## src/rtl/fsd_pkg.sv

```systemverilog
`timescale 1ns / 1ps
// ----------------------------------------------------------------------------
// Slot directory allocator package
// Field widths, request and status codes, and the types shared by the cells.
// ----------------------------------------------------------------------------
package fsd_pkg;

    localparam int KIND_W      = 3;
    localparam int NAME_LOW_W  = 64;
    localparam int NAME_HIGH_W = 56;
    localparam int SIZE_W      = 10;
    localparam int BUF_W       = 11;
    localparam int STATUS_W    = 3;
    localparam int SLOT_W      = 4;
    localparam int ADDR_W      = 10;
    localparam int COUNT_W     = 4;
    localparam int NAME_BYTES  = 15;

    localparam logic [KIND_W-1:0] KIND_FORMAT     = 3'd0;
    localparam logic [KIND_W-1:0] KIND_WRITE      = 3'd1;
    localparam logic [KIND_W-1:0] KIND_SAFE_WRITE = 3'd2;
    localparam logic [KIND_W-1:0] KIND_READ       = 3'd3;
    localparam logic [KIND_W-1:0] KIND_DELETE     = 3'd4;
    localparam logic [KIND_W-1:0] KIND_EXISTS     = 3'd5;

    localparam logic [STATUS_W-1:0] STATUS_OK          = 3'd0;
    localparam logic [STATUS_W-1:0] STATUS_UNFORMATTED = 3'd1;
    localparam logic [STATUS_W-1:0] STATUS_NO_SPACE    = 3'd2;
    localparam logic [STATUS_W-1:0] STATUS_TABLE_FULL  = 3'd3;
    localparam logic [STATUS_W-1:0] STATUS_NOT_FOUND   = 3'd4;
    localparam logic [STATUS_W-1:0] STATUS_BUF_SMALL   = 3'd5;

    typedef enum logic [1:0] {
        MODE_REUSE,
        MODE_ALLOC,
        MODE_FIND,
        MODE_DELETE
    } mode_t;

    typedef enum logic [2:0] {
        S_IDLE,
        S_REUSE,
        S_ALLOC,
        S_FIND,
        S_RESP
    } state_t;

    typedef struct packed {
        logic  valid;
        mode_t mode;
        logic  hit;
    } tok_t;

    typedef struct packed {
        logic [NAME_LOW_W-1:0]  name_low;
        logic [NAME_HIGH_W-1:0] name_high;
        logic [SIZE_W-1:0]      size;
    } req_t;

endpackage

```

## src/rtl/fsd_ifs.sv

```systemverilog
`timescale 1ns / 1ps
// ----------------------------------------------------------------------------
// Slot directory allocator channels
// Request and response channels with a valid and ready handshake.
// ----------------------------------------------------------------------------
interface fsd_req_if;
    logic                                valid;
    logic                                ready;
    logic [fsd_pkg::KIND_W-1:0]          kind;
    logic [fsd_pkg::NAME_LOW_W-1:0]      name_low;
    logic [fsd_pkg::NAME_HIGH_W-1:0]     name_high;
    logic [fsd_pkg::SIZE_W-1:0]          content_length;
    logic [fsd_pkg::BUF_W-1:0]           buffer_size;

    modport source (output valid, kind, name_low, name_high, content_length, buffer_size,
                    input ready);
    modport sink   (input valid, kind, name_low, name_high, content_length, buffer_size,
                    output ready);
endinterface

interface fsd_rsp_if;
    logic                                valid;
    logic                                ready;
    logic [fsd_pkg::STATUS_W-1:0]        status;
    logic [fsd_pkg::SLOT_W-1:0]          slot_index;
    logic [fsd_pkg::ADDR_W-1:0]          start_address;
    logic [fsd_pkg::SIZE_W-1:0]          file_length;
    logic [fsd_pkg::COUNT_W-1:0]         free_slot_count;
    logic [fsd_pkg::ADDR_W-1:0]          free_bytes;

    modport source (output valid, status, slot_index, start_address, file_length,
                    free_slot_count, free_bytes, input ready);
    modport sink   (input valid, status, slot_index, start_address, file_length,
                    free_slot_count, free_bytes, output ready);
endinterface

```

## src/rtl/fsd_cell.sv

```systemverilog
`timescale 1ns / 1ps
// ----------------------------------------------------------------------------
// Slot directory cell
// Holds one slot and passes the search token to its neighbor each cycle.
// ----------------------------------------------------------------------------
module fsd_cell #(
    parameter int IW = 4,
    parameter int PW = 11
) (
    input  logic                          clk,
    input  logic                          rst_n,
    input  fsd_pkg::req_t                 req,
    input  logic [PW-1:0]                 bump,
    input  logic                          clear,
    input  logic [IW-1:0]                 cell_index,
    input  fsd_pkg::tok_t                 tok_in,
    input  logic [IW-1:0]                 idx_in,
    input  logic [PW-1:0]                 start_in,
    input  logic [fsd_pkg::SIZE_W-1:0]    len_in,
    output fsd_pkg::tok_t                 tok_out,
    output logic [IW-1:0]                 idx_out,
    output logic [PW-1:0]                 start_out,
    output logic [fsd_pkg::SIZE_W-1:0]    len_out
);

    logic                              active_reg, active_next;
    logic [fsd_pkg::NAME_LOW_W-1:0]    name_low_reg, name_low_next;
    logic [fsd_pkg::NAME_HIGH_W-1:0]   name_high_reg, name_high_next;
    logic [PW-1:0]                     start_reg, start_next;
    logic [fsd_pkg::SIZE_W-1:0]        len_reg, len_next;
    fsd_pkg::tok_t                     tok_reg, tok_next;
    logic [IW-1:0]                     idx_o_reg, idx_o_next;
    logic [PW-1:0]                     start_o_reg, start_o_next;
    logic [fsd_pkg::SIZE_W-1:0]        len_o_reg, len_o_next;
    logic                              match;
    logic                              cond;
    logic                              claim;

    always_comb
    begin
        match = active_reg && (name_low_reg == req.name_low)
                && (name_high_reg == req.name_high);
        case (tok_in.mode)
            fsd_pkg::MODE_REUSE:
                cond = !active_reg && (len_reg >= req.size) && (start_reg != '0);
            fsd_pkg::MODE_ALLOC:
                cond = !active_reg;
            fsd_pkg::MODE_FIND,
            fsd_pkg::MODE_DELETE:
                cond = match;
            default:
                cond = 1'b0;
        endcase
        claim = tok_in.valid && !tok_in.hit && cond;

        active_next    = active_reg;
        name_low_next  = name_low_reg;
        name_high_next = name_high_reg;
        start_next     = start_reg;
        len_next       = len_reg;
        if (clear)
        begin
            active_next = 1'b0;
            start_next  = '0;
            len_next    = '0;
        end
        else if (claim)
        begin
            case (tok_in.mode)
                fsd_pkg::MODE_REUSE:
                begin
                    active_next    = 1'b1;
                    name_low_next  = req.name_low;
                    name_high_next = req.name_high;
                    len_next       = req.size;
                end
                fsd_pkg::MODE_ALLOC:
                begin
                    active_next    = 1'b1;
                    name_low_next  = req.name_low;
                    name_high_next = req.name_high;
                    len_next       = req.size;
                    start_next     = bump;
                end
                fsd_pkg::MODE_DELETE:
                    active_next = 1'b0;
                default:
                    active_next = active_reg;
            endcase
        end

        tok_next     = tok_in;
        tok_next.hit = tok_in.hit || claim;
        idx_o_next   = claim ? cell_index : idx_in;
        start_o_next = claim ? start_next : start_in;
        len_o_next   = claim ? len_next : len_in;
    end

    always_ff @(posedge clk or negedge rst_n)
    begin
        if (!rst_n)
        begin
            active_reg <= 1'b0;
            start_reg  <= '0;
            len_reg    <= '0;
            tok_reg    <= '{valid: 1'b0, mode: fsd_pkg::MODE_FIND, hit: 1'b0};
        end
        else
        begin
            active_reg <= active_next;
            start_reg  <= start_next;
            len_reg    <= len_next;
            tok_reg    <= tok_next;
        end
    end

    always_ff @(posedge clk)
    begin
        name_low_reg  <= name_low_next;
        name_high_reg <= name_high_next;
        idx_o_reg     <= idx_o_next;
        start_o_reg   <= start_o_next;
        len_o_reg     <= len_o_next;
    end

    assign tok_out   = tok_reg;
    assign idx_out   = idx_o_reg;
    assign start_out = start_o_reg;
    assign len_out   = len_o_reg;

endmodule

```

## src/rtl/file_slot_directory_allocator_unit.sv

```systemverilog
`timescale 1ns / 1ps
// ----------------------------------------------------------------------------
// Slot directory allocator
// Directory and bump allocator for a small byte store, built as a row of
// slot cells that a search token walks through one cell per cycle.
// ----------------------------------------------------------------------------
//  Channel    Direction  Contents
//  request    in         kind, name_low, name_high, content_length, buffer_size
//  response   out        status, slot_index, start_address, file_length,
//                        free_slot_count, free_bytes
//
//  One item is in work at a time; request is ready only when the block is idle.
//  Format and requests rejected up front put the response out in the cycle
//  after acceptance. Reads, deletes, exists and writes run one pass of the
//  token down the slot row before the response goes out; a write that finds no
//  slot to reuse and has space runs a second pass to allocate. Request reopens
//  in the cycle after the response is taken. Reset empties the table and
//  leaves the store unformatted; a stalled response holds until taken.
// ----------------------------------------------------------------------------
module file_slot_directory_allocator_unit #(
    parameter int SLOT_COUNT  = 10,
    parameter int STORE_BYTES = 1024,
    parameter int DATA_START  = 211
) (
    input  logic        clk,
    input  logic        rst_n,
    fsd_req_if.sink     request,
    fsd_rsp_if.source   response
);

    localparam int IW     = (SLOT_COUNT > 1) ? $clog2(SLOT_COUNT) : 1;
    localparam int TOP_P  = (STORE_BYTES > DATA_START) ? STORE_BYTES : DATA_START;
    localparam int PW     = $clog2(TOP_P + 1);
    localparam int CW     = $clog2(SLOT_COUNT + 1);
    localparam int SW     = (PW > fsd_pkg::SIZE_W) ? PW : fsd_pkg::SIZE_W;
    localparam logic [PW-1:0] STORE_P = PW'(STORE_BYTES);
    localparam logic [PW-1:0] DATA_P  = PW'(DATA_START);
    localparam logic [CW-1:0] SLOTS_P = CW'(SLOT_COUNT);
    localparam int NAME_W = fsd_pkg::NAME_LOW_W + fsd_pkg::NAME_HIGH_W;

    fsd_pkg::state_t                 state_reg, state_next;
    logic [fsd_pkg::KIND_W-1:0]      kind_reg, kind_next;
    fsd_pkg::req_t                   req_reg, req_next;
    logic [fsd_pkg::BUF_W-1:0]       bufsz_reg, bufsz_next;
    logic [PW-1:0]                   bump_reg, bump_next;
    logic                            formatted_reg, formatted_next;
    logic [CW-1:0]                   free_cnt_reg, free_cnt_next;
    logic [fsd_pkg::STATUS_W-1:0]    status_reg, status_next;
    logic [fsd_pkg::SLOT_W-1:0]      slot_reg, slot_next;
    logic [fsd_pkg::ADDR_W-1:0]      start_reg, start_next;
    logic [fsd_pkg::SIZE_W-1:0]      len_reg, len_next;
    fsd_pkg::tok_t                   launch_reg, launch_next;

    fsd_pkg::tok_t                   tok_w   [0:SLOT_COUNT];
    logic [IW-1:0]                   idx_w   [0:SLOT_COUNT];
    logic [PW-1:0]                   start_w [0:SLOT_COUNT];
    logic [fsd_pkg::SIZE_W-1:0]      len_w   [0:SLOT_COUNT];

    logic [NAME_W-1:0]               name_in;
    logic [NAME_W-1:0]               name_mask;
    logic [fsd_pkg::NAME_BYTES-1:0]  byte_keep;
    logic [PW-1:0]                   free_space;
    logic                            short_in;
    logic                            short_reg;
    logic                            clear;
    fsd_pkg::tok_t                   last_tok;
    logic [fsd_pkg::BUF_W-1:0]       need;

    always_comb
    begin
        name_in        = {request.name_high, request.name_low};
        byte_keep[0]   = (name_in[7:0] != 8'h00);
        name_mask[7:0] = {8{byte_keep[0]}};
        for (int b = 1; b < fsd_pkg::NAME_BYTES; b++)
        begin
            byte_keep[b]        = byte_keep[b-1] && (name_in[8*b +: 8] != 8'h00);
            name_mask[8*b +: 8] = {8{byte_keep[b]}};
        end
    end

    assign free_space = (formatted_reg && (bump_reg < STORE_P)) ? (STORE_P - bump_reg) : '0;
    assign short_in   = SW'(free_space) < SW'(request.content_length);
    assign short_reg  = SW'(free_space) < SW'(req_reg.size);
    assign clear      = (state_reg == fsd_pkg::S_IDLE) && request.valid
                        && (request.kind == fsd_pkg::KIND_FORMAT);
    assign last_tok   = tok_w[SLOT_COUNT];
    assign need       = {1'b0, len_w[SLOT_COUNT]} + 11'd1;

    assign tok_w[0]   = launch_reg;
    assign idx_w[0]   = '0;
    assign start_w[0] = '0;
    assign len_w[0]   = '0;

    for (genvar i = 0; i < SLOT_COUNT; i++)
    begin : g_cell
        fsd_cell #(
            .IW (IW),
            .PW (PW)
        ) u_cell (
            .clk        (clk),
            .rst_n      (rst_n),
            .req        (req_reg),
            .bump       (bump_reg),
            .clear      (clear),
            .cell_index (IW'(i)),
            .tok_in     (tok_w[i]),
            .idx_in     (idx_w[i]),
            .start_in   (start_w[i]),
            .len_in     (len_w[i]),
            .tok_out    (tok_w[i+1]),
            .idx_out    (idx_w[i+1]),
            .start_out  (start_w[i+1]),
            .len_out    (len_w[i+1])
        );
    end

    always_comb
    begin
        state_next     = state_reg;
        kind_next      = kind_reg;
        req_next       = req_reg;
        bufsz_next     = bufsz_reg;
        bump_next      = bump_reg;
        formatted_next = formatted_reg;
        free_cnt_next  = free_cnt_reg;
        status_next    = status_reg;
        slot_next      = slot_reg;
        start_next     = start_reg;
        len_next       = len_reg;
        launch_next    = '{valid: 1'b0, mode: fsd_pkg::MODE_FIND, hit: 1'b0};

        case (state_reg)
            fsd_pkg::S_IDLE:
            begin
                if (request.valid)
                begin
                    kind_next          = request.kind;
                    req_next.name_low  = request.name_low & name_mask[fsd_pkg::NAME_LOW_W-1:0];
                    req_next.name_high = request.name_high
                                         & name_mask[NAME_W-1:fsd_pkg::NAME_LOW_W];
                    req_next.size      = request.content_length;
                    bufsz_next         = request.buffer_size;
                    slot_next          = '0;
                    start_next         = '0;
                    len_next           = '0;
                    state_next         = fsd_pkg::S_RESP;
                    case (request.kind)
                        fsd_pkg::KIND_FORMAT:
                        begin
                            bump_next      = DATA_P;
                            formatted_next = 1'b1;
                            free_cnt_next  = SLOTS_P;
                            status_next    = fsd_pkg::STATUS_OK;
                        end
                        fsd_pkg::KIND_WRITE,
                        fsd_pkg::KIND_SAFE_WRITE:
                        begin
                            if ((request.kind == fsd_pkg::KIND_SAFE_WRITE) && short_in)
                                status_next = fsd_pkg::STATUS_NO_SPACE;
                            else if (!formatted_reg)
                                status_next = fsd_pkg::STATUS_UNFORMATTED;
                            else
                            begin
                                launch_next = '{valid: 1'b1, mode: fsd_pkg::MODE_REUSE,
                                                hit: 1'b0};
                                state_next  = fsd_pkg::S_REUSE;
                            end
                        end
                        fsd_pkg::KIND_READ:
                        begin
                            if (!formatted_reg)
                                status_next = fsd_pkg::STATUS_UNFORMATTED;
                            else
                            begin
                                launch_next = '{valid: 1'b1, mode: fsd_pkg::MODE_FIND,
                                                hit: 1'b0};
                                state_next  = fsd_pkg::S_FIND;
                            end
                        end
                        fsd_pkg::KIND_DELETE:
                        begin
                            launch_next = '{valid: 1'b1, mode: fsd_pkg::MODE_DELETE, hit: 1'b0};
                            state_next  = fsd_pkg::S_FIND;
                        end
                        fsd_pkg::KIND_EXISTS:
                        begin
                            launch_next = '{valid: 1'b1, mode: fsd_pkg::MODE_FIND, hit: 1'b0};
                            state_next  = fsd_pkg::S_FIND;
                        end
                        default:
                            status_next = fsd_pkg::STATUS_NOT_FOUND;
                    endcase
                end
            end
            fsd_pkg::S_REUSE:
            begin
                if (last_tok.valid)
                begin
                    if (last_tok.hit)
                    begin
                        status_next   = fsd_pkg::STATUS_OK;
                        slot_next     = fsd_pkg::SLOT_W'(idx_w[SLOT_COUNT]);
                        start_next    = fsd_pkg::ADDR_W'(start_w[SLOT_COUNT]);
                        len_next      = len_w[SLOT_COUNT];
                        free_cnt_next = free_cnt_reg - CW'(1);
                        state_next    = fsd_pkg::S_RESP;
                    end
                    else if (short_reg)
                    begin
                        status_next = fsd_pkg::STATUS_NO_SPACE;
                        state_next  = fsd_pkg::S_RESP;
                    end
                    else
                    begin
                        launch_next = '{valid: 1'b1, mode: fsd_pkg::MODE_ALLOC, hit: 1'b0};
                        state_next  = fsd_pkg::S_ALLOC;
                    end
                end
            end
            fsd_pkg::S_ALLOC:
            begin
                if (last_tok.valid)
                begin
                    state_next = fsd_pkg::S_RESP;
                    if (last_tok.hit)
                    begin
                        status_next   = fsd_pkg::STATUS_OK;
                        slot_next     = fsd_pkg::SLOT_W'(idx_w[SLOT_COUNT]);
                        start_next    = fsd_pkg::ADDR_W'(start_w[SLOT_COUNT]);
                        len_next      = len_w[SLOT_COUNT];
                        free_cnt_next = free_cnt_reg - CW'(1);
                        bump_next     = bump_reg + PW'(req_reg.size);
                    end
                    else
                        status_next = fsd_pkg::STATUS_TABLE_FULL;
                end
            end
            fsd_pkg::S_FIND:
            begin
                if (last_tok.valid)
                begin
                    state_next = fsd_pkg::S_RESP;
                    if (!last_tok.hit)
                        status_next = fsd_pkg::STATUS_NOT_FOUND;
                    else
                    begin
                        slot_next   = fsd_pkg::SLOT_W'(idx_w[SLOT_COUNT]);
                        start_next  = fsd_pkg::ADDR_W'(start_w[SLOT_COUNT]);
                        len_next    = len_w[SLOT_COUNT];
                        status_next = fsd_pkg::STATUS_OK;
                        if ((kind_reg == fsd_pkg::KIND_READ) && (bufsz_reg < need))
                            status_next = fsd_pkg::STATUS_BUF_SMALL;
                        if (kind_reg == fsd_pkg::KIND_DELETE)
                            free_cnt_next = free_cnt_reg + CW'(1);
                    end
                end
            end
            fsd_pkg::S_RESP:
            begin
                if (response.ready)
                    state_next = fsd_pkg::S_IDLE;
            end
            default:
                state_next = fsd_pkg::S_IDLE;
        endcase
    end

    always_ff @(posedge clk or negedge rst_n)
    begin
        if (!rst_n)
        begin
            state_reg     <= fsd_pkg::S_IDLE;
            bump_reg      <= DATA_P;
            formatted_reg <= 1'b0;
            free_cnt_reg  <= SLOTS_P;
            launch_reg    <= '{valid: 1'b0, mode: fsd_pkg::MODE_FIND, hit: 1'b0};
        end
        else
        begin
            state_reg     <= state_next;
            bump_reg      <= bump_next;
            formatted_reg <= formatted_next;
            free_cnt_reg  <= free_cnt_next;
            launch_reg    <= launch_next;
        end
    end

    always_ff @(posedge clk)
    begin
        kind_reg   <= kind_next;
        req_reg    <= req_next;
        bufsz_reg  <= bufsz_next;
        status_reg <= status_next;
        slot_reg   <= slot_next;
        start_reg  <= start_next;
        len_reg    <= len_next;
    end

    assign request.ready            = (state_reg == fsd_pkg::S_IDLE);
    assign response.valid           = (state_reg == fsd_pkg::S_RESP);
    assign response.status          = status_reg;
    assign response.slot_index      = slot_reg;
    assign response.start_address   = start_reg;
    assign response.file_length     = len_reg;
    assign response.free_slot_count = formatted_reg ? fsd_pkg::COUNT_W'(free_cnt_reg) : '0;
    assign response.free_bytes      = fsd_pkg::ADDR_W'(free_space);

endmodule

```

## src/flat_wrapper.sv

```systemverilog
// flat-port wrapper written by rule: the top's interface ports become plain ports
module file_slot_directory_allocator_unit_flat 
#(
    parameter int SLOT_COUNT  = 10,
    parameter int STORE_BYTES = 1024,
    parameter int DATA_START  = 211
)
  (clk, rst_n, request_valid, request_kind, request_name_low, request_name_high, request_content_length, request_buffer_size, request_ready, response_valid, response_status, response_slot_index, response_start_address, response_file_length, response_free_slot_count, response_free_bytes, response_ready);
  fsd_req_if request_i ();
  fsd_rsp_if response_i ();
  input  logic clk;
  input  logic rst_n;
  input wire logic [$bits(request_i.valid)-1:0] request_valid;
  input wire logic [$bits(request_i.kind)-1:0] request_kind;
  input wire logic [$bits(request_i.name_low)-1:0] request_name_low;
  input wire logic [$bits(request_i.name_high)-1:0] request_name_high;
  input wire logic [$bits(request_i.content_length)-1:0] request_content_length;
  input wire logic [$bits(request_i.buffer_size)-1:0] request_buffer_size;
  output wire logic [$bits(request_i.ready)-1:0] request_ready;
  output wire logic [$bits(response_i.valid)-1:0] response_valid;
  output wire logic [$bits(response_i.status)-1:0] response_status;
  output wire logic [$bits(response_i.slot_index)-1:0] response_slot_index;
  output wire logic [$bits(response_i.start_address)-1:0] response_start_address;
  output wire logic [$bits(response_i.file_length)-1:0] response_file_length;
  output wire logic [$bits(response_i.free_slot_count)-1:0] response_free_slot_count;
  output wire logic [$bits(response_i.free_bytes)-1:0] response_free_bytes;
  input wire logic [$bits(response_i.ready)-1:0] response_ready;
  assign request_i.valid = request_valid;
  assign request_i.kind = request_kind;
  assign request_i.name_low = request_name_low;
  assign request_i.name_high = request_name_high;
  assign request_i.content_length = request_content_length;
  assign request_i.buffer_size = request_buffer_size;
  assign request_ready = request_i.ready;
  assign response_valid = response_i.valid;
  assign response_status = response_i.status;
  assign response_slot_index = response_i.slot_index;
  assign response_start_address = response_i.start_address;
  assign response_file_length = response_i.file_length;
  assign response_free_slot_count = response_i.free_slot_count;
  assign response_free_bytes = response_i.free_bytes;
  assign response_i.ready = response_ready;
  file_slot_directory_allocator_unit #(.SLOT_COUNT(SLOT_COUNT), .STORE_BYTES(STORE_BYTES), .DATA_START(DATA_START)) u_core (.clk(clk), .rst_n(rst_n), .request(request_i), .response(response_i));
endmodule
```

## config.mk

```make
export PLATFORM = sky130hd
export DESIGN_NAME = file_slot_directory_allocator_unit_flat
export DESIGN_NICKNAME = d
export VERILOG_FILES = /design/src/rtl/fsd_pkg.sv /design/src/rtl/fsd_ifs.sv /design/src/rtl/fsd_cell.sv /design/src/rtl/file_slot_directory_allocator_unit.sv /design/src/flat_wrapper.sv
export SDC_FILE = /design/constraint.sdc
export NUM_CORES = 2
export LEC_CHECK = 0
export BUFFER_PORTS_ARGS = -buffer_cell sky130_fd_sc_hd__buf_2
export CAP_MARGIN = 20
export CORE_MARGIN = 10
export CORE_UTILIZATION = 40
export DETAILED_ROUTE_END_ITERATION = 7
export GPL_TIMING_DRIVEN = 0
export PLACE_DENSITY = 0.62
export SKIP_LAST_GASP = 1
export SLEW_MARGIN = 20
export SYNTH_ARGS = -nofsm -noshare
export SYNTH_HDL_FRONTEND = slang
export SYNTH_SLANG_ARGS = --single-unit
export TNS_END_PERCENT = 50
```

## constraint.sdc

```tcl
create_clock -name clk -period 12.2 [get_ports clk]
set_input_delay 1.83 -clock clk [delete_from_list [all_inputs] [get_ports clk]]
set_output_delay 1.83 -clock clk [all_outputs]
set_load 0.01 [all_outputs]
```

* Word level (Yosys, flattened, before mapping)
Index checks and enable logic that the tools add are counted.
Storage, ports and cells: flip-flop bits (word level) 1877, input port bits 148, word-level logic and storage cells 623
Cells by class: add/subtract/negate cells 5, magnitude comparators 14, equal/unequal tests 77, multiplexer cells 178, bitwise logic cells 3, reduce and logical (&&, ||, !) cells 222
Operators by type and width (number):
- $eq 64x64->1 | 10
- $eq 56x56->1 | 10
- $mux 10 | 53
- $mux 11 | 35
- $reduce_bool 8->1 | 15
- $reduce_bool 11->1 | 10
- $ge 10x10->1 | 10
- $logic_and 1x1->1 | 79
- $mux 4 | 18
- $and 64x64->64 | 1
- $mux 3 | 19
- $and 56x56->56 | 1
- $reduce_or 2->1 | 24
- $eq 2x2->1 const B | 20
- $pmux 10 s2 | 2
- $pmux 3 s4 | 3
- $reduce_and 3->1 | 11
- $reduce_bool 3->1 | 11
- $pmux 1 s3 | 10
- $reduce_bool 2->1 | 12
- $lt 11x10->1 | 2
- $pmux 11 s2 | 1
- $reduce_and 2->1 | 11
- $mux 1 | 21
- 31 further kinds | 110

* Longest topological paths before layout
depth in word-level cells 16, depth in mapped cells 17, mapped depth without buffers 15

* By module
A second synthesis with hierarchy kept.
Unflattened totals: cells, all modules 6754, area total of the unflattened synthesis 87675.3 um^2
Modules (own cells, without submodules):
- fsd_cell | instances 10, cells each 602, area an instance 7841.3 um^2, seq. area each 4755.8 um^2
- file_slot_directory_allocator_unit | instances 1, cells each 734, area an instance 9262.6 um^2, seq. area each 5695.5 um^2

* Least setup slack after synthesis
OpenSTA, ideal clock, no wires.
kind input port to flip-flop, from input port request_kind[0], to register u_core.g_cell[1].u_cell.name_high_reg[0] (netlist bit), enable pin, arrival time 10.884 ns, path slack 0.569 ns, stages on the path 6, path through clkbuf_1 or4b_2 nor2_1 clkbuf_1 clkbuf_1 nor3_1
On the way: word-level cells in the longest chain between the ends 4
RTL lines:
- start, declared | RTL line flat_wrapper.sv:14 | input wire logic [$bits(request_i.kind)-1:0] request_kind;
- $logic_not 3->1 | RTL line file_slot_directory_allocator_unit.sv:85 | && (request.kind == fsd_pkg::KIND_FORMAT);
- $logic_and 1x1->1 | RTL line file_slot_directory_allocator_unit.sv:85
- $not 1->1 (no line)
- $reduce_and 3->1 (no line)
- end signal, assigned | RTL line fsd_cell.sv:120 | name_high_reg <= name_high_next;
- end, declared | RTL line fsd_cell.sv:28 | logic [fsd_pkg::NAME_HIGH_W-1:0] name_high_reg, name_high_next;
Every way passes these cells. A chain may end at the register's enable or synchronous reset.

* Final worst setup path
from register u_core.req_reg[1] (netlist bit), to register u_core.g_cell[5].u_cell.name_low_reg[39] (netlist bit), enable pin
On the way: word-level cells in the longest chain between the ends 6
RTL lines:
- start, declared | RTL line file_slot_directory_allocator_unit.sv:43 | fsd_pkg::req_t req_reg, req_next;
- start signal, assigned | RTL line file_slot_directory_allocator_unit.sv:291 | req_reg <= req_next;
- $ge 10x10->1 | RTL line fsd_cell.sv:45 | cond = !active_reg && (len_reg >= req.size) && (start_reg != '0);
- $logic_and 1x1->1 (2 in a row) | RTL line fsd_cell.sv:45
- $pmux 1 s3 | RTL line fsd_cell.sv:43 | case (tok_in.mode)
- $logic_and 1x1->1 | RTL line fsd_cell.sv:54 | claim = tok_in.valid && !tok_in.hit && cond;
- $reduce_and 3->1 (no line)
- end signal, assigned | RTL line fsd_cell.sv:119 | name_low_reg <= name_low_next;
- end, declared | RTL line fsd_cell.sv:27 | logic [fsd_pkg::NAME_LOW_W-1:0] name_low_reg, name_low_next;
Every way passes these cells.

==> metrics <==
outcome=finished clean; final instance area=98300 µm²; worst vdd ir=0.000159 V; antenna violations before repair=85; Setup violations, final=0; number of global-route vias before repair=58600; Seq cells post-synth=1876; Slew Viols, Final=0; Hold EP=u_core.g_cell[2].u_cell.tok_out[2]; Net Sw Power=7600 µW; Seq/Total Area, Yosys=63.7%; hold_buf cts=0; hold path depth=0; Max stage delay on crit path=0.86 ns; GRT Residual Overflow=0; postcts setup bufs=0; DRC viols=0; drt first pass iters=6; EDFF count, synth=1371; gp weighted congestion=1.08; Skew-Pair Late Insertion Delay=0.89 ns; Worst-Margin Slew=1.42 ns; most frequent cells in the layout=1371 x edfxtp_1, 474 x xnor2_1, 389 x nand2b_1; Slew Limit Headroom=5.42%; global-route usage over all layers=38.4%; post-layout minimum cycle time=8.24 ns; max reg flops=640; Setup crit end kind=flop; crit path launch=u_core.req_reg[1]; Power Density=207 nW/µm²; worst r2r path cells=15; worst r2r src=u_core.req_reg[1]; IO Port Bufs=190; Worst R2R End=u_core.g_cell[5].u_cell.name_low_reg[39]; Post-synth top flop=edfxtp_1; maximum number of pins on one net before global-route repair=105; Top delay family on crit path=buffers and inverters; Final WS setup=3.96 ns; Layout Nets=7201; HPWL Detailed=330000 µm; Sw Ratio=37.4%; Final Skew=0.0637 ns; cts repair resizes=0; syn_area_per_cell=13.2 µm²; CP startpoint kind=flop; RSZ-0062 raised after global routing=false; Hold Crit Start=u_core.g_cell[1].u_cell.tok_out[2]; Max Fanout on Critical Path=40; Synth Instances=6275; CTS tree=done; Pleak=0.0362 µW; Area Overhead vs Synth=18.9%; root buf cell=clkbuf_16; Final Core Density=47.9%; critical path class=flop to flop; Avg WL per Cell=45.2 µm; distinct cell type count of the synthesized netlist=85; maximum clock insertion buffer count=3; Worst R2R Setup Slack=3.96 ns; Crit-path slowest cell=buf_1; CTS Sinks=1876; CP most frequent cell=clkbuf_1; Post-DRT Antenna Nets=0; dpl ws=4.22 ns; maxcap violations=0; Int Power=12700 µW; YS warnings=0; Fmax=121 MHz; most common cell after layout, fill and taps aside=edfxtp_1; vias per cell=6.42; Placed Area=91500 µm²; Die Ht=475 µm; HP Class=flop to flop; Worst-path clk slew=0.06 ns; Vias=63300; crit-path cells=clkbuf_1 > clkbuf_1 > inv_1 > ha_1 > a21o_1 > a21o_1 > a21oi_1 > o21ai_0 > nor4bb_1 > clkbuf_1 > buf_1 > and2_4 > buf_12 > buf_12 > buf_16; Initial Util=40.3%; Synth Net Count=6567; Worst Path Required=12.75 ns; Seq pwr share=41.0%; crit path buf inv count=8; Combinational Power Share=27.9%; CTS buffer count=204; initial DRC count=10700; global-route wire length before repair=570000 µm; die area=225000 µm²; mapped cell area=82700 µm²; Die X=475 µm; Ports=191; Final Hold Fails=0; Core Region=205000 µm²; share of post-route cells with drive strength above 1=16.3%; Clk pwr share=31.1%; Arr. time, crit path=8.78 ns; final period utilization=67.5%; H-tree Lvls=4; Post-Route WL=445000 µm; Post-synth ARST share=14.9%; FP Rows=166
## how the worst max path moves through the flow
stage | endpoint | cells past startpoint
final | u_core.g_cell[5].u_cell.name_low_reg[39] | 15
after global routing | u_core.g_cell[5].u_cell.name_low_reg[39] | 15
after CTS | u_core.g_cell[5].u_cell.name_low_reg[39] | 15
after detailed placement | u_core.g_cell[5].u_cell.name_low_reg[55] | 15
after global placement | u_core.g_cell[1].u_cell.name_high_reg[52] | 10
after floorplan | u_core.g_cell[1].u_cell.name_high_reg[0] | 6
## metal layers
layer | part of all wire, % | track usage (%)
met3 | 11 | 11.1
met2 | 44 | 58.6
met5 | 0.026 | 0
met1 | 34 | 44.8
met4 | 10 | 31.7
## cell usage after synthesis, types with 13 or more instances
cell	count	area share [%]
a2111o_1	13	0.18
a2111oi_0	26	0.28
a21o_1	25	0.23
a21oi_1	154	0.93
a221oi_1	14	0.15
a22o_1	71	0.75
a31o_2	14	0.15
and2_1	121	0.92
and3_1	38	0.29
buf_1	31	0.14
buf_2	112	0.68
buf_4	23	0.21
clkbuf_1	162	0.74
dfrtp_1	263	8.0
dfstp_2	17	0.54
dfxtp_1	225	5.4
edfxtp_1	1371	50
ha_1	142	2.1
inv_1	205	0.93
mux2_2	149	2.0
mux2_4	22	0.40
mux2i_1	224	2.7
nand2_1	327	1.5
nand2b_1	389	2.9
nand3_1	103	0.62
nand4_1	145	1.1
nor2_1	278	1.3
nor2b_1	96	0.73
nor3_1	48	0.29
nor4_1	196	1.5
o2111ai_1	123	1.3
o21ai_0	117	0.71
o221ai_1	26	0.28
o22ai_1	79	0.60
o2bb2ai_1	70	0.74
or2_2	15	0.11
or4_1	14	0.13
xnor2_1	474	5.0
xor2_1	188	2.0
## layout make-up
cell class              instances  area, µm²
plain buffers                 331       1510
multi-input cells            3844      27900
diodes                         74        185
fillers                     18100     107000
repair buffers                428       5150
clock buffers                 277       5630
inverters                     224        850
flip-flops and latches       1876      52700
clock inverters               103       1050
well taps                    2688       3360
## worst register-to-register path, stage by stage, from the launching register on
cell and delay (ns):
edfxtp_1 0.52, clkbuf_1 0.80, clkbuf_1 0.86, inv_1 0.76, ha_1 0.52, a21o_1 0.10, a21o_1 0.12, a21oi_1 0.10
o21ai_0 0.82, nor4bb_1 0.29, clkbuf_1 0.57, buf_1 0.86, and2_4 0.59, buf_12 0.28, buf_12 0.28, buf_16 0.33
## power groups by stage
stage / combinational [µW] / sequential, µW / clock [µW]
3_3_place_gp: 4370 / 9010 / 0
4_1_cts: 5400 / 8280 / 6310
2_1_floorplan: 2350 / 8050 / 0
3_5_place_dp: 5380 / 8410 / 0
6_report: 5680 / 8340 / 6320
5_1_grt: 5700 / 8310 / 6570
## per-stage QoR
stage	total power (µW)	cells	setup TNS (ns)	hold slack [ns]
after floorplan	10400	6275	0	0.347
after global placement	13400	9153	-2782.19	0.351
after detailed placement	13800	9391	0	0.356
after CTS	20000	9771	0	0.365
after global routing	20600	9778	0	0.371
final	20300	9845	0	0.365
## cell families after synthesis
family          synth area share (%)
simple gates                    11.6
xor+xnor                        7.01
flops                           63.7
buf+inv                         2.82
mux                             5.14
compound gates                  7.47
fa+ha+maj                       2.20
Note: power is estimated with default switching activity, not from simulation.
